--- src/ppc_pkg.sv ---
// ----------------------------------------------------------------------------
// ppc_pkg
// Shared widths, codes and types for the playback position cursor: command
// word passed from the front end to the back end, register block, op codes.
// ----------------------------------------------------------------------------
package ppc_pkg;

  // field widths
  localparam int TIME_BITS          = 32;
  localparam int RATE_W             = 16;
  localparam int RATE_FRAC          = 8;
  localparam int MODE_W             = 2;
  localparam int LIMIT_W            = 6;
  localparam int MAX_INTERVAL_LIMIT = 32;
  localparam int OP_W               = 3;
  localparam int CFG_IDX_W          = 2;
  localparam int CFG_DATA_W         = TIME_BITS;

  // advance = delta * rate, scaled back to Q16.16
  localparam int PROD_W = TIME_BITS + RATE_W;
  localparam int ADV_W  = PROD_W - RATE_FRAC;

  // command queue depth
  localparam int QDEPTH = 2;
  localparam int QPTR_W = $clog2(QDEPTH);

  // op codes
  localparam logic [OP_W-1:0] OP_TICK  = 3'd0;
  localparam logic [OP_W-1:0] OP_PLAY  = 3'd1;
  localparam logic [OP_W-1:0] OP_PAUSE = 3'd2;
  localparam logic [OP_W-1:0] OP_STOP  = 3'd3;
  localparam logic [OP_W-1:0] OP_SEEK  = 3'd4;

  // register indexes
  localparam logic [CFG_IDX_W-1:0] REG_DURATION      = 2'd0;
  localparam logic [CFG_IDX_W-1:0] REG_RATE          = 2'd1;
  localparam logic [CFG_IDX_W-1:0] REG_LOOP_MODE     = 2'd2;
  localparam logic [CFG_IDX_W-1:0] REG_MAX_INTERVALS = 2'd3;

  // loop modes (anything else is ping-pong)
  localparam logic [MODE_W-1:0] MODE_ONCE   = 2'd0;
  localparam logic [MODE_W-1:0] MODE_WRAP   = 2'd1;
  localparam logic [MODE_W-1:0] MODE_BOUNCE = 2'd2;
  // spare code, runs as ping-pong
  localparam logic [MODE_W-1:0] MODE_SPARE  = 2'd3;

  // register reset values
  localparam logic [TIME_BITS-1:0] DURATION_RST      = 32'd65536;
  localparam logic [RATE_W-1:0]    RATE_RST          = 16'd256;
  localparam logic [MODE_W-1:0]    LOOP_MODE_RST     = MODE_ONCE;
  localparam logic [LIMIT_W-1:0]   MAX_INTERVALS_RST = 6'd8;

  typedef enum logic [2:0] {
    CMD_TICK,
    CMD_PLAY,
    CMD_PAUSE,
    CMD_STOP,
    CMD_SEEK,
    CMD_NOP
  } cmd_kind_t;

  typedef struct packed {
    cmd_kind_t            kind;
    logic [ADV_W-1:0]     advance;
    logic [TIME_BITS-1:0] seek;
  } cmd_t;

  typedef struct packed {
    logic [TIME_BITS-1:0] duration;
    logic [RATE_W-1:0]    rate;
    logic [MODE_W-1:0]    play_mode;
    logic [LIMIT_W-1:0]   span_limit;
  } cfg_t;

  typedef enum logic [1:0] {
    ST_IDLE,
    ST_ITER,
    ST_STATUS
  } back_state_t;

endpackage

--- src/ppc_front.sv ---
// ----------------------------------------------------------------------------
// ppc_front
// Input side: takes words, decodes the op into a command kind, scales the
// tick time by the rate and hands command words to the queue.
// ----------------------------------------------------------------------------
module ppc_front (
  input  logic                            clk,
  input  logic                            rst,
  input  logic                            in_valid,
  output logic                            in_ready,
  input  logic [ppc_pkg::OP_W-1:0]        op,
  input  logic [ppc_pkg::TIME_BITS-1:0]   elapsed_time,
  input  logic [ppc_pkg::TIME_BITS-1:0]   seek_time,
  input  logic [ppc_pkg::RATE_W-1:0]      rate,
  output logic                            push,
  output ppc_pkg::cmd_t                   push_data,
  input  logic                            full
);

  logic                          s_valid;
  logic [ppc_pkg::OP_W-1:0]      s_op;
  logic [ppc_pkg::TIME_BITS-1:0] s_delta;
  logic [ppc_pkg::TIME_BITS-1:0] s_seek;
  logic                          p_valid;
  ppc_pkg::cmd_t                 p_cmd;
  logic                          p_take;
  ppc_pkg::cmd_kind_t            kind;
  logic [ppc_pkg::PROD_W-1:0]    product;

  // stage handshake
  assign p_take    = !p_valid || !full;
  assign in_ready  = !s_valid || p_take;
  assign push      = p_valid && !full;
  assign push_data = p_cmd;

  // op decode
  always_comb begin
    unique case (s_op)
      ppc_pkg::OP_TICK:  kind = ppc_pkg::CMD_TICK;
      ppc_pkg::OP_PLAY:  kind = ppc_pkg::CMD_PLAY;
      ppc_pkg::OP_PAUSE: kind = ppc_pkg::CMD_PAUSE;
      ppc_pkg::OP_STOP:  kind = ppc_pkg::CMD_STOP;
      ppc_pkg::OP_SEEK:  kind = ppc_pkg::CMD_SEEK;
      default:           kind = ppc_pkg::CMD_NOP;
    endcase
  end

  // advance in Q16.16, exact product truncated
  assign product = ppc_pkg::PROD_W'(s_delta) * ppc_pkg::PROD_W'(rate);

  // stage valids
  always_ff @(posedge clk) begin
    if (rst) begin
      s_valid <= 1'b0;
      p_valid <= 1'b0;
    end else begin
      if (in_ready) begin
        s_valid <= in_valid;
      end
      if (p_take) begin
        p_valid <= s_valid;
      end
    end
  end

  // stage payloads
  always_ff @(posedge clk) begin
    if (in_valid && in_ready) begin
      s_op    <= op;
      s_delta <= elapsed_time;
      s_seek  <= seek_time;
    end
    if (s_valid && p_take) begin
      p_cmd.kind    <= kind;
      p_cmd.advance <= product[ppc_pkg::PROD_W-1:ppc_pkg::RATE_FRAC];
      p_cmd.seek    <= s_seek;
    end
  end

endmodule

--- src/ppc_queue.sv ---
// ----------------------------------------------------------------------------
// ppc_queue
// Short command queue between the front end and the back end.
// ----------------------------------------------------------------------------
module ppc_queue (
  input  logic          clk,
  input  logic          rst,
  input  logic          push,
  input  ppc_pkg::cmd_t push_data,
  output logic          full,
  input  logic          pop,
  output ppc_pkg::cmd_t pop_data,
  output logic          empty
);

  ppc_pkg::cmd_t               entries [ppc_pkg::QDEPTH];
  logic [ppc_pkg::QPTR_W-1:0]  wr_ptr;
  logic [ppc_pkg::QPTR_W-1:0]  rd_ptr;
  logic [ppc_pkg::QPTR_W:0]    count;

  assign full     = (count == (ppc_pkg::QPTR_W + 1)'(ppc_pkg::QDEPTH));
  assign empty    = (count == '0);
  assign pop_data = entries[rd_ptr];

  // pointers and fill level
  always_ff @(posedge clk) begin
    if (rst) begin
      wr_ptr <= '0;
      rd_ptr <= '0;
      count  <= '0;
    end else begin
      if (push) begin
        wr_ptr <= (wr_ptr == ppc_pkg::QPTR_W'(ppc_pkg::QDEPTH - 1)) ? '0 : wr_ptr + 1'b1;
      end
      if (pop) begin
        rd_ptr <= (rd_ptr == ppc_pkg::QPTR_W'(ppc_pkg::QDEPTH - 1)) ? '0 : rd_ptr + 1'b1;
      end
      if (push && !pop) begin
        count <= count + 1'b1;
      end else if (pop && !push) begin
        count <= count - 1'b1;
      end
    end
  end

  // entry storage
  always_ff @(posedge clk) begin
    if (push) begin
      entries[wr_ptr] <= push_data;
    end
  end

endmodule

--- src/ppc_back.sv ---
// ----------------------------------------------------------------------------
// ppc_back
// Cursor engine: holds position and run flags, carries out commands, walks a tick
// one interval iteration per cycle unless the output stalls; drives result words.
// ----------------------------------------------------------------------------
module ppc_back (
  input  logic                          clk,
  input  logic                          rst,
  input  ppc_pkg::cfg_t                 cfg,
  input  logic                          empty,
  input  ppc_pkg::cmd_t                 pop_data,
  output logic                          pop,
  output logic                          out_valid,
  input  logic                          out_ready,
  output logic                          has_interval,
  output logic [ppc_pkg::TIME_BITS-1:0] from_time,
  output logic [ppc_pkg::TIME_BITS-1:0] to_time,
  output logic                          forward,
  output logic                          active,
  output logic                          ok,
  output logic                          last
);

  localparam int TB = ppc_pkg::TIME_BITS;
  localparam int AW = ppc_pkg::ADV_W;

  ppc_pkg::back_state_t state, state_next;

  logic [TB-1:0]              position, position_next;
  logic                       playing, playing_next;
  logic                       finished, finished_next;
  logic                       reversing, reversing_next;
  logic [AW-1:0]              remaining_advance, remaining_advance_next;
  logic [ppc_pkg::LIMIT_W-1:0] iter_count, iter_count_next;
  logic                       st_active, st_active_next;
  logic                       st_ok, st_ok_next;

  logic          slot_free;
  logic          step_en;
  logic          status_en;
  logic          tick_go;
  logic          iter_done;
  logic          out_load;
  logic          item_interval;
  logic [TB-1:0] item_from;
  logic [TB-1:0] item_to;
  logic          item_forward;
  logic          item_active;
  logic          item_ok;
  logic          item_last;

  // iteration datapath
  logic [TB-1:0]               dur;
  logic [ppc_pkg::LIMIT_W-1:0] lim;
  logic                        is_once;
  logic                        is_wrap;
  logic                        going_back;
  logic [AW:0]                 once_sum;
  logic                        once_hit;
  logic [TB-1:0]               once_next;
  logic [TB-1:0]               it_from;
  logic [TB-1:0]               span_left;
  logic [TB-1:0]               step;
  logic [TB-1:0]               it_to;
  logic [AW-1:0]               rem_after;
  logic                        bounce;
  logic                        limit_hit;

  assign slot_free = !out_valid || out_ready;
  assign dur       = cfg.duration;
  assign lim       = (cfg.span_limit > ppc_pkg::LIMIT_W'(ppc_pkg::MAX_INTERVAL_LIMIT))
                   ? ppc_pkg::LIMIT_W'(ppc_pkg::MAX_INTERVAL_LIMIT) : cfg.span_limit;
  assign is_once    = (cfg.play_mode == ppc_pkg::MODE_ONCE);
  assign is_wrap    = (cfg.play_mode == ppc_pkg::MODE_WRAP);
  assign going_back = !is_wrap && reversing;
  assign limit_hit  = (iter_count >= lim);

  // once mode: clamp the whole advance at the clip end
  assign once_sum  = (AW + 1)'(position) + (AW + 1)'(remaining_advance);
  assign once_hit  = (once_sum >= (AW + 1)'(dur));
  assign once_next = once_hit ? dur : once_sum[TB-1:0];

  // loop and ping-pong: one leg toward the next end
  always_comb begin
    if (is_wrap) begin
      it_from   = (position >= dur) ? '0 : position;
      span_left = dur - it_from;
    end else begin
      it_from = position;
      if (reversing) begin
        span_left = position;
      end else begin
        span_left = (dur > position) ? dur - position : '0;
      end
    end
  end

  assign step      = (remaining_advance < AW'(span_left)) ? remaining_advance[TB-1:0]
                                                          : span_left;
  assign it_to     = going_back ? it_from - step : it_from + step;
  assign rem_after = remaining_advance - AW'(step);
  assign bounce    = (!reversing && it_to >= dur) || (reversing && it_to == '0);

  // sequencer controls
  always_comb begin
    pop       = (state == ppc_pkg::ST_IDLE) && !empty;
    step_en   = (state == ppc_pkg::ST_ITER) && slot_free;
    status_en = (state == ppc_pkg::ST_STATUS) && slot_free;
  end

  // next state
  always_comb begin
    state_next = state;
    unique case (state)
      ppc_pkg::ST_IDLE: begin
        if (!empty) begin
          state_next = tick_go ? ppc_pkg::ST_ITER : ppc_pkg::ST_STATUS;
        end
      end
      ppc_pkg::ST_ITER: begin
        if (step_en && iter_done) begin
          state_next = ppc_pkg::ST_STATUS;
        end
      end
      ppc_pkg::ST_STATUS: begin
        if (slot_free) begin
          state_next = ppc_pkg::ST_IDLE;
        end
      end
      default: state_next = ppc_pkg::ST_IDLE;
    endcase
  end

  // command execution and result words
  always_comb begin
    position_next          = position;
    playing_next           = playing;
    finished_next          = finished;
    reversing_next         = reversing;
    remaining_advance_next = remaining_advance;
    iter_count_next        = iter_count;
    st_active_next         = st_active;
    st_ok_next             = st_ok;
    tick_go                = 1'b0;
    iter_done              = 1'b0;
    out_load               = 1'b0;
    item_interval          = 1'b0;
    item_from              = '0;
    item_to                = '0;
    item_forward           = 1'b0;
    item_active            = 1'b0;
    item_ok                = 1'b0;
    item_last              = 1'b0;

    if (pop) begin
      st_ok_next = 1'b1;
      unique case (pop_data.kind)
        ppc_pkg::CMD_TICK: begin
          if (!playing || finished) begin
            st_active_next = 1'b0;
          end else if (dur == '0 || cfg.span_limit == '0) begin
            playing_next   = 1'b0;
            finished_next  = 1'b1;
            position_next  = '0;
            reversing_next = 1'b0;
            st_active_next = 1'b0;
            st_ok_next     = 1'b0;
          end else begin
            remaining_advance_next = pop_data.advance;
            iter_count_next        = '0;
            st_active_next         = 1'b1;
            tick_go                = (pop_data.advance != '0);
          end
        end
        ppc_pkg::CMD_PLAY: begin
          playing_next   = 1'b1;
          finished_next  = 1'b0;
          st_active_next = 1'b1;
        end
        ppc_pkg::CMD_PAUSE: begin
          playing_next   = 1'b0;
          st_active_next = 1'b0;
        end
        ppc_pkg::CMD_STOP: begin
          playing_next   = 1'b0;
          finished_next  = 1'b1;
          position_next  = '0;
          reversing_next = 1'b0;
          st_active_next = 1'b0;
        end
        ppc_pkg::CMD_SEEK: begin
          position_next  = (pop_data.seek < dur) ? pop_data.seek : dur;
          st_active_next = playing && !finished;
        end
        default: begin
          st_active_next = playing && !finished;
        end
      endcase
    end

    if (step_en) begin
      if (is_once) begin
        // single clamped move; stop if it reaches the end
        if (once_next != position) begin
          out_load      = 1'b1;
          item_interval = 1'b1;
          item_from     = position;
          item_to       = once_next;
          item_forward  = 1'b1;
        end
        position_next          = once_next;
        remaining_advance_next = '0;
        if (once_hit) begin
          playing_next  = 1'b0;
          finished_next = 1'b1;
        end
        st_active_next = !once_hit;
        st_ok_next     = 1'b1;
        iter_done      = 1'b1;
      end else if (limit_hit) begin
        // out of iterations: stop where we are
        playing_next   = 1'b0;
        finished_next  = 1'b1;
        st_active_next = 1'b0;
        st_ok_next     = 1'b0;
        iter_done      = 1'b1;
      end else begin
        iter_count_next = iter_count + 1'b1;
        if (step != '0) begin
          out_load      = 1'b1;
          item_interval = 1'b1;
          item_from     = it_from;
          item_to       = it_to;
          item_forward  = !going_back;
        end
        if (is_wrap) begin
          position_next = (it_to >= dur) ? '0 : it_to;
        end else if (bounce) begin
          position_next  = reversing ? '0 : dur;
          reversing_next = !reversing;
        end else begin
          position_next = it_to;
        end
        remaining_advance_next = rem_after;
        if (rem_after == '0) begin
          st_active_next = 1'b1;
          st_ok_next     = 1'b1;
          iter_done      = 1'b1;
        end
      end
    end

    if (status_en) begin
      out_load    = 1'b1;
      item_active = st_active;
      item_ok     = st_ok;
      item_last   = 1'b1;
    end
  end

  // control state
  always_ff @(posedge clk) begin
    if (rst) begin
      state             <= ppc_pkg::ST_IDLE;
      position          <= '0;
      playing           <= 1'b0;
      finished          <= 1'b0;
      reversing         <= 1'b0;
      remaining_advance <= '0;
      iter_count        <= '0;
      out_valid         <= 1'b0;
    end else begin
      state             <= state_next;
      position          <= position_next;
      playing           <= playing_next;
      finished          <= finished_next;
      reversing         <= reversing_next;
      remaining_advance <= remaining_advance_next;
      iter_count        <= iter_count_next;
      if (out_load) begin
        out_valid <= 1'b1;
      end else if (out_ready) begin
        out_valid <= 1'b0;
      end
    end
  end

  // status flags and output word
  always_ff @(posedge clk) begin
    st_active <= st_active_next;
    st_ok     <= st_ok_next;
    if (out_load) begin
      has_interval <= item_interval;
      from_time    <= item_from;
      to_time      <= item_to;
      forward      <= item_forward;
      active       <= item_active;
      ok           <= item_ok;
      last         <= item_last;
    end
  end

  // an interval word always covers some distance
  a_no_empty_interval: assert property (@(posedge clk) disable iff (rst)
    out_valid && has_interval |-> from_time != to_time)
    else $error("empty interval emitted");

  // iterations never run past the hard limit
  a_count_bound: assert property (@(posedge clk) disable iff (rst)
    state == ppc_pkg::ST_ITER |-> iter_count <= ppc_pkg::LIMIT_W'(ppc_pkg::MAX_INTERVAL_LIMIT))
    else $error("interval count beyond limit");

  // a tick that starts iterating begins with a clear count
  a_count_cleared: assert property (@(posedge clk) disable iff (rst)
    pop && tick_go |=> iter_count == '0 && state == ppc_pkg::ST_ITER)
    else $error("tick started with stale count");

endmodule

--- src/playback_position_cursor.sv ---
// ----------------------------------------------------------------------------
// playback_position_cursor
// Q16.16 playback cursor with play, pause, stop, seek and tick commands.
// ----------------------------------------------------------------------------
// Input words (op, elapsed_time, seek_time) enter on in_valid/in_ready. Every
// word yields zero or more interval words (has_interval = 1) followed by one
// status word with last = 1, all on out_valid/out_ready.
// The user writes configuration registers through cfg_we/cfg_index/cfg_data only
// while the block is idle (the block itself does not enforce it); they take effect on the next word.
// The front end registers each accepted word in its decode and scale stages and
// pushes it to the command queue, from which the back end pops it; each result
// word is registered. A tick in loop or ping-pong mode spends one cycle per
// interval iteration while the output slot is free, up to the interval limit
// (at most 32) plus one over-limit check; in once mode a tick makes one clamped
// move. The back end pops a new word only once the last status word is loaded.
// The back end handles one word at a time; a two-entry command queue and the
// front pipeline keep accepting words while it works.
// Reset clears the position and run flags and restores the register defaults
// (duration 1.0, rate 1.0, once mode, eight intervals).
// When out_ready is low the result word is held and the back end waits; the
// queue then fills and in_ready drops.
// ----------------------------------------------------------------------------
module playback_position_cursor (
  input  logic                             clk,
  input  logic                             rst,
  input  logic                             cfg_we,
  input  logic [ppc_pkg::CFG_IDX_W-1:0]    cfg_index,
  input  logic [ppc_pkg::CFG_DATA_W-1:0]   cfg_data,
  input  logic                             in_valid,
  output logic                             in_ready,
  input  logic [ppc_pkg::OP_W-1:0]         op,
  input  logic [ppc_pkg::TIME_BITS-1:0]    elapsed_time,
  input  logic [ppc_pkg::TIME_BITS-1:0]    seek_time,
  output logic                             out_valid,
  input  logic                             out_ready,
  output logic                             has_interval,
  output logic [ppc_pkg::TIME_BITS-1:0]    from_time,
  output logic [ppc_pkg::TIME_BITS-1:0]    to_time,
  output logic                             forward,
  output logic                             active,
  output logic                             ok,
  output logic                             last
);

  ppc_pkg::cfg_t cfg;
  logic          push;
  ppc_pkg::cmd_t push_data;
  logic          full;
  logic          pop;
  ppc_pkg::cmd_t pop_data;
  logic          empty;

  // register block
  always_ff @(posedge clk) begin
    if (rst) begin
      cfg.duration   <= ppc_pkg::DURATION_RST;
      cfg.rate       <= ppc_pkg::RATE_RST;
      cfg.play_mode  <= ppc_pkg::LOOP_MODE_RST;
      cfg.span_limit <= ppc_pkg::MAX_INTERVALS_RST;
    end else if (cfg_we) begin
      case (cfg_index)
        ppc_pkg::REG_DURATION:      cfg.duration   <= cfg_data[ppc_pkg::TIME_BITS-1:0];
        ppc_pkg::REG_RATE:          cfg.rate       <= cfg_data[ppc_pkg::RATE_W-1:0];
        ppc_pkg::REG_LOOP_MODE:     cfg.play_mode  <= cfg_data[ppc_pkg::MODE_W-1:0];
        ppc_pkg::REG_MAX_INTERVALS: cfg.span_limit <= cfg_data[ppc_pkg::LIMIT_W-1:0];
        default: ;
      endcase
    end
  end

  // decode and scale
  ppc_front u_front (
    .clk          (clk),
    .rst          (rst),
    .in_valid     (in_valid),
    .in_ready     (in_ready),
    .op           (op),
    .elapsed_time (elapsed_time),
    .seek_time    (seek_time),
    .rate         (cfg.rate),
    .push         (push),
    .push_data    (push_data),
    .full         (full)
  );

  // command queue
  ppc_queue u_queue (
    .clk       (clk),
    .rst       (rst),
    .push      (push),
    .push_data (push_data),
    .full      (full),
    .pop       (pop),
    .pop_data  (pop_data),
    .empty     (empty)
  );

  // cursor engine
  ppc_back u_back (
    .clk          (clk),
    .rst          (rst),
    .cfg          (cfg),
    .empty        (empty),
    .pop_data     (pop_data),
    .pop          (pop),
    .out_valid    (out_valid),
    .out_ready    (out_ready),
    .has_interval (has_interval),
    .from_time    (from_time),
    .to_time      (to_time),
    .forward      (forward),
    .active       (active),
    .ok           (ok),
    .last         (last)
  );

endmodule
--- config.mk ---
export PLATFORM = sky130hd
export DESIGN_NAME = playback_position_cursor
export DESIGN_NICKNAME = d
export VERILOG_FILES = /design/src/ppc_pkg.sv /design/src/ppc_front.sv /design/src/ppc_queue.sv /design/src/ppc_back.sv /design/src/playback_position_cursor.sv
export SDC_FILE = /design/constraint.sdc
export NUM_CORES = 2
export LEC_CHECK = 0
export ABC_AREA = 1
export BUFFER_PORTS_ARGS = -buffer_cell sky130_fd_sc_hd__buf_2
export CORE_MARGIN = 2
export CORE_UTILIZATION = 35
export CTS_CLUSTER_DIAMETER = 50
export DETAILED_ROUTE_END_ITERATION = 16
export SYNTH_ARGS = -nofsm -noshare
export SYNTH_HDL_FRONTEND = slang
export SYNTH_HIERARCHICAL = 1
export SYNTH_SLANG_ARGS = --single-unit
export TNS_END_PERCENT = 20
--- constraint.sdc ---
create_clock -name clk -period 10.7 [get_ports clk]
set_input_delay 2.14 -clock clk [delete_from_list [all_inputs] [get_ports clk]]
set_output_delay 2.14 -clock clk [all_outputs]
set_load 0.05 [all_outputs]
After elaboration in Yosys (flattened, before gate mapping) --
Memories as Yosys holds them, arrays and structs flattened. A register that Yosys moved wholly into a read port is not among the register bits. Cells that the tools add are included.
Word-level totals: register bits 359, RAM bits 150, output and inout port bits 71, word-level logic and storage cells 241, memories 1
Memory list:
- u_queue.entries | depth 2, width 75, rd ports 1, clocked after Yosys merged registers in 1, wr ports 1, RTL line ppc_queue.sv:16 | ppc_pkg::cmd_t entries [ppc_pkg::QDEPTH];
Operators by class: $add $sub $neg 11, $mul 1, $lt $le $gt $ge 8, eq/ne operators 19, mux-type cells 117, reduce and logical (&&, ||, !) cells 52
Operator list (number):
- two-way mux 32 bit | 27
- two-way mux 40 bit | 7
- one-hot mux 32 bit (3 select lines) | 1
- subtractor 32 bit | 3
- >= comparator 32 bit | 2
- logical NOT 32 bit | 2
- two-way mux 1 bit | 62
- multiplier 32 x 16 -> 48 bit | 1
- two-way mux 6 bit | 8
- adder 32 x 40 -> 41 bit | 1
- >= comparator 41 x 32 -> 1 bit | 1
- logical NOT 40 bit | 1
- less-than comparator 40 x 32 -> 1 bit | 1
- nonzero test 40 bit | 1
- subtractor 40 x 32 -> 40 bit | 1
- adder 32 bit | 1
- > comparator 32 bit | 1
- less-than comparator 32 bit | 1
- inequality test 32 bit | 1
- nonzero test 32 bit | 1
- one-hot mux 3 bit (5 select lines) | 1
- logical AND 1 bit | 13
- logical NOT 1 bit | 13
- equality test 3 x 2 -> 1 bit (second input constant) | 4
- other kinds (24) | 53

Longest topological paths before layout --
depth in word-level cells 16, gate-level depth with buffers 84, mapped depth without buffers 83

By module --
The synthesis kept the hierarchy.
Modules (own cells, without submodules):
- ppc_back | instances 1, cells each 4111, area an instance 25180.4 µm², sequential area each 3793.6 µm²
- ppc_front | instances 1, cells each 2496, area an instance 21414.3 µm², sequential area each 4304.1 µm²
- ppc_queue | instances 1, cells each 266, area an instance 5840.6 µm², sequential area each 4604.4 µm²
- playback_position_cursor | instances 1, cells each 361, area an instance 2387.3 µm², sequential area each 1121.1 µm²

Least setup slack after synthesis --
OpenSTA, ideal clock, no wires.
path type register to register, start register, netlist name cfg[24], end register u_back.position[20], setup time 0.070 ns, arrival 10.281 ns, data required time 10.630 ns, slack 0.349 ns, cell stages (with the launch flop) 77, period minus slack after synthesis 10.351 ns, path through dfxtp_1 -> inv_1 -> ha_1 -> inv_1 -> fa_1 -> nand3_1 -> nand3_2 -> nand2_1 -> nand2_2 -> nand2_1 -> nand2_2 -> nand2_1 -> nand2_2 -> nand2_1 -> inv_1 -> clkbuf_1 -> clkbuf_1 -> nand2_1 -> [... 41 more ...] -> or2_2 -> nand2_1 -> inv_1 -> nand3_2 -> nand2_1 -> ha_1 -> nand4_1 -> o221a_2 -> nand2_1 -> nand2_1 -> inv_1 -> clkbuf_1 -> nand2_1 -> nand2_1 -> nand2_1 -> nand2_1 -> nand2_1 -> a21oi_1
On the way: word-level cells in the longest chain between the ends 16
Ends and longest elaborated chain:
- >= comparator 32 bit (tied with other cells) | RTL line ppc_back.sv:86 | it_from = (position >= dur) ? '0 : position;
- two-way mux 32 bit, on equally long branches | RTL line ppc_back.sv:86, ppc_back.sv:93
- subtractor 32 bit or two-way mux 32 bit (tied branches) | RTL line ppc_back.sv:87, ppc_back.sv:90
- two-way mux 32 bit | RTL line ppc_back.sv:85 | if (is_wrap) begin
- less-than comparator 40 x 32 -> 1 bit | RTL line ppc_back.sv:98 | assign step = (remaining_advance < AW'(span_left)) ? remaining_advance[TB-1:0]
- two-way mux 32 bit | RTL line ppc_back.sv:98
- adder 32 bit or subtractor 32 bit (tied branches) | RTL line ppc_back.sv:100 | assign it_to = going_back ? it_from - step : it_from + step;
- two-way mux 32 bit | RTL line ppc_back.sv:100
- >= comparator 32 bit or logical NOT 32 bit (tied branches) | RTL line ppc_back.sv:102, ppc_back.sv:237
- logical AND 1 bit | RTL line ppc_back.sv:102 | assign bounce = (!reversing && it_to >= dur) || (reversing && it_to == '0);
- logical OR 1 bit | RTL line ppc_back.sv:102
- two-way mux 32 bit | RTL line ppc_back.sv:238 | end else if (bounce) begin
- two-way mux 32 bit | RTL line ppc_back.sv:236 | if (is_wrap) begin
- two-way mux 32 bit | RTL line ppc_back.sv:220 | end else if (limit_hit) begin
- two-way mux 32 bit | RTL line ppc_back.sv:202 | if (is_once) begin
- two-way mux 32 bit (*) | RTL line ppc_back.sv:201 | if (step_en) begin
- end signal, assigned | RTL line ppc_back.sv:274 | position <= position_next;
- end, declared | RTL line ppc_back.sv:29 | logic [TB-1:0] position, position_next;
Mark *: on every way between the ends. The rest lies on a longest branch, timed or not. A chain may end at the register's enable or synchronous reset.

Final worst setup path --
start register, netlist name cfg[24], end register u_back.position[0]
On the way: word-level cells in the longest chain between the ends 16
Ends and longest elaborated chain (RTL line):
- >= comparator 32 bit (tied with other cells) | ppc_back.sv:86
- two-way mux 32 bit, on equally long branches | ppc_back.sv:86, ppc_back.sv:93
- subtractor 32 bit or two-way mux 32 bit (tied branches) | ppc_back.sv:87, ppc_back.sv:90
- two-way mux 32 bit | ppc_back.sv:85
- less-than comparator 40 x 32 -> 1 bit | ppc_back.sv:98
- two-way mux 32 bit | ppc_back.sv:98
- adder 32 bit or subtractor 32 bit (tied branches) | ppc_back.sv:100
- two-way mux 32 bit | ppc_back.sv:100
- >= comparator 32 bit or logical NOT 32 bit (tied branches) | ppc_back.sv:102, ppc_back.sv:237
- logical AND 1 bit | ppc_back.sv:102
- logical OR 1 bit | ppc_back.sv:102
- two-way mux 32 bit | ppc_back.sv:238
- two-way mux 32 bit | ppc_back.sv:236
- two-way mux 32 bit | ppc_back.sv:220
- two-way mux 32 bit | ppc_back.sv:202
- two-way mux 32 bit (*) | ppc_back.sv:201
Marks and branches as above.

==> metrics.md <==
| Metric | Value |
|---|---|
| Status | `complete, no violations` |
| Die area | `0.1598 mm²` |
| CTS Buffer Depth | `3` |
| Metal3 WL | `13820 µm` |
| Largest family of logic cells by synthesized area | `adder cells` |
| Global-route wire length before repair | `330700 µm` |
| Max-slew violations | `0` |
| Fillers | `15770` |
| H-Tree Depth | `3` |
| GRT overflow | `0` |
| Root buffer cell | `clkbuf_16` |
| Seq/Total Area, Yosys | `25.21%` |
| Placed inst area | `0.06223 mm²` |
| Post-Syn Area | `0.05482 mm²` |
| Post-synthesis register bit count | `510` |
| Worst Tran Pin Value | `1.208 ns` |
| Syn avg cell area | `7.578 µm²` |
| Routability cong. | `1.010` |
| Fin worst setup slack | `0.3201 ns` |
| Number of synthesized flops with an enable pin | `361` |
| Worst Min Path Start | `u_front/s_seek[29]$_DFFE_PP_` |
| Synth async-reset ratio | `0%` |
| Synth Area in Compound Gates | `11.64%` |
| CP required | `11.29 ns` |
| CTS tree | `done` |
| Final wirelength | `224300 µm` |
| Clock Pin Slew Worst Setup and Hold Paths | `0.06 ns` |
| Min-Delay Path Class | `flip-flop to flip-flop` |
| Post-DRT Antenna Nets | `0` |
| Hold_buf cts | `0` |
| Via density per instance | `5.206` |
| I/O Pins | `177` |
| Share of cells above drive strength 1 | `19.28%` |
| Pleak | `33.19 nW` |
| Area of the multi-input gates | `0.03640 mm²` |
| Adder-cell area share of the yosys netlist | `24.77%` |
| Critical path peak fanout | `18` |
| Initial core utilization | `35.18%` |
| Clock Skews | `0.04313 ns` |
| Clk sinks | `510` |
| Peak supply drop | `488.3 µV` |
| Post-Place Cells | `9865` |
| Syn-to-layout area delta | `21.82%` |
| DRT iter0 DRCs | `4067` |
| Placement Setup Slack | `-0.8698 ns` |
| Critical path class | `flip-flop to flip-flop` |
| Fin area | `0.06678 mm²` |
| Worst-Skew Late Latency | `0.72 ns` |
| Met2 wire len | `105900 µm` |
| Max Cap Violations | `0` |
| Critical path endpoint | `u_back/position[0]$_SDFF_PP0_` |
| Met1 WL | `88650 µm` |
| RSZ-0062 raised after global routing | `true` |
| Post-Synth XOR/XNOR Area | `2.969%` |
| Ys Warns | `6` |
| R2R Path End | `u_back/position[0]$_SDFF_PP0_` |
| Largest net degree at the start of global routing | `78` |
| Post-synthesis mux area share | `1.901%` |
| DIE HEIGHT | `399.8 µm` |
| Crit. End Element | `flip-flop` |
| Synth unique cells | `70` |
| Reg area | `0.01385 mm²` |
| Cell with the largest stage delay on the worst path | `a2111oi_4` |
| Fmax | `96.34 MHz` |
| DR pass1 iterations | `7` |
| Die width | `399.8 µm` |
| # DRC | `0` |
| Worst reg2reg path depth | `78` |
| # rows | `145` |
| Non-Filler Instances | `10050` |
| Final-report hold violation count | `0` |
| Post-DP HPWL | `177700 µm` |
| Most used cell along the critical path | `nand2_2` |
| Via count | `52290` |
| Total chip power | `20.13 mW` |
| Post-Synthesis Cells | `7234` |
| Final setup vio count | `0` |
| GRT Total Usage | `27.87%` |
| Crit path DAT | `10.97 ns` |
| Number of global-route vias before repair | `52530` |
| Fin nets | `8855` |
| Setup TNS | `0 ns` |
| Simple-Gate Fraction of Synth Area | `22.10%` |
| DR WL/cell | `22.32 µm` |
| Worst reg-to-reg setup slack | `0.32 ns` |
| Tcrit/Tclk final | `97.01%` |
| Worst setup path startpoint | `cfg[24]$_SDFFE_PP0P_` |
| Max_slew headroom | `19.19%` |
| Uppermost layer routed | `met5` |
| Number of I/O port buffers | `176` |
| Syn Nets | `8172` |
| TritonCTS Buffers | `78` |
| Crit start category | `flip-flop` |
| Initial antenna violation count | `11` |
| R2r startpoint | `cfg[24]$_SDFFE_PP0P_` |
| Core Region | `0.1558 mm²` |
| PwrDens | `301.4 mW/mm²` |
| Fin crit period | `10.38 ns` |
| Crit-path max cell delay | `0.43 ns` |
| Synth Flop Type | `edfxtp_1` |
[power breakdown]
group,internal [mW],switching [mW]
Sequential,2.50,0.183
Combinational,5.85,9.09
Clock,1.41,1.10
Total,9.76,10.4
[sequential cells by signal (all words and copies together), names as in the netlist, 2 cells and up, named ones only]
name	count
u_back/to_time	32
u_queue/entries	150
u_back/remaining_advance	40
u_front/s_seek	32
u_front/s_delta	32
cfg	56
u_queue/count	2
u_front/s_op	3
u_back/state	2
u_back/position	32
u_front/push_data	75
u_back/iter_count	6
u_back/from_time	32
[repair_timing]
| item | CTS | global route |
|---|---|---|
| pin swaps | 9 | 84 |
| resized for setup | 55 | 362 |
| cloned | 1 | 2 |
| buffers inserted | 2 | 25 |
| setup endpoints to repair | 36 | 40 |
| endpoints found under the hold margin | 0 | 0 |
[layout by cell type (no fill, tap or decap), types with 85 or more instances in the layout]
cell,Yosys,routed
buf_2,48,176
a21oi_1,509,459
ha_1,410,373
inv_1,1295,1265
nand2_2,35,85
edfxtp_1,361,361
nand2_1,1850,1787
nor2_1,501,465
nand3_1,250,239
buf_4,3,688
fa_1,422,420
dfxtp_1,149,131
o21ai_0,341,303
xor2_1,125,120
[area by class of cell]
class,instances,area share (%)
Antenna cell,6,0.02248
Clock buffer,93,3.052
Clock inverter,51,0.7738
Sequential cell,510,20.74
Tap cell,2058,3.856
Timing Repair Buffer,885,9.596
Inverter,1321,7.457
Multi-Input combinational cell,5121,54.50
[critical path: cells and delay by family (launching register included)]
family	cells	cell delay [ns]
AO/OA/AOI/OAI	16	2.78
AND/OR/NAND/NOR	34	2.75
buffers and inverters	19	2.26
adder cells (fa/ha/maj)	7	1.67
XOR/XNOR	2	0.37
flip-flops	1	0.32
[cells by family after synthesis]
logic type,after synthesis
AO/OA/AOI/OAI,1130
XOR/XNOR,185
adder cells (fa/ha/maj),832
buffers and inverters,1603
flip-flops,510
multiplexers,76
AND/OR/NAND/NOR,2898
[routing by layer]
metal  GRT usage [%]  up-vias
met3           4.234      612
li1                -    24510
met2           47.21     1949
met5               0        -
met4           17.11        8
met1           33.18    25210
[metrics by stage]
stage	util [%]	hold WS [ns]
5_1_grt	42.84	0.4237
6_report	42.85	0.4183
3_5_place_dp	39.93	0.4045
3_3_place_gp	39.93	0.4044
2_1_floorplan	-	0.4003
4_1_cts	41.71	0.4184
[synthesized netlist by cell type, types with 15 or more instances]
| cell | number | area share, % |
|---|---|---|
| a21o_1 | 15 | 0.21 |
| a21oi_1 | 509 | 4.6 |
| a31oi_1 | 36 | 0.41 |
| buf_2 | 48 | 0.44 |
| buf_6 | 17 | 0.35 |
| clkbuf_1 | 205 | 1.4 |
| dfxtp_1 | 149 | 5.4 |
| edfxtp_1 | 361 | 20 |
| fa_1 | 422 | 15 |
| ha_1 | 410 | 9.4 |
| inv_1 | 1295 | 8.9 |
| inv_2 | 19 | 0.13 |
| mux2_2 | 25 | 0.51 |
| mux2_4 | 50 | 1.4 |
| nand2_1 | 1850 | 13 |
| nand2_2 | 35 | 0.40 |
| nand3_1 | 250 | 2.3 |
| nand4_1 | 84 | 0.96 |
| nor2_1 | 501 | 3.4 |
| nor3_1 | 51 | 0.47 |
| nor3_2 | 24 | 0.44 |
| nor4_1 | 26 | 0.30 |
| o211ai_1 | 67 | 0.92 |
| o21a_1 | 26 | 0.36 |
| o21ai_0 | 341 | 3.1 |
| o21ai_1 | 15 | 0.14 |
| o21bai_1 | 20 | 0.27 |
| o221ai_1 | 20 | 0.32 |
| or2_2 | 15 | 0.17 |
| xnor2_1 | 59 | 0.94 |
| xor2_1 | 125 | 2.0 |
[worst min-delay path by stage]
stage	slack, ns	depth (start not counted)	end
2_1_floorplan	0.40	0	u_front/push_data[0]$_DFFE_PP_
3_3_place_gp	0.40	0	u_front/push_data[1]$_DFFE_PP_
3_5_place_dp	0.40	0	u_front/push_data[23]$_DFFE_PP_
4_1_cts	0.42	0	u_front/push_data[23]$_DFFE_PP_
5_1_grt	0.42	0	u_front/push_data[14]$_DFFE_PP_
6_report	0.42	0	u_front/push_data[29]$_DFFE_PP_
No activity file was read; power rests on OpenSTA's default activity.
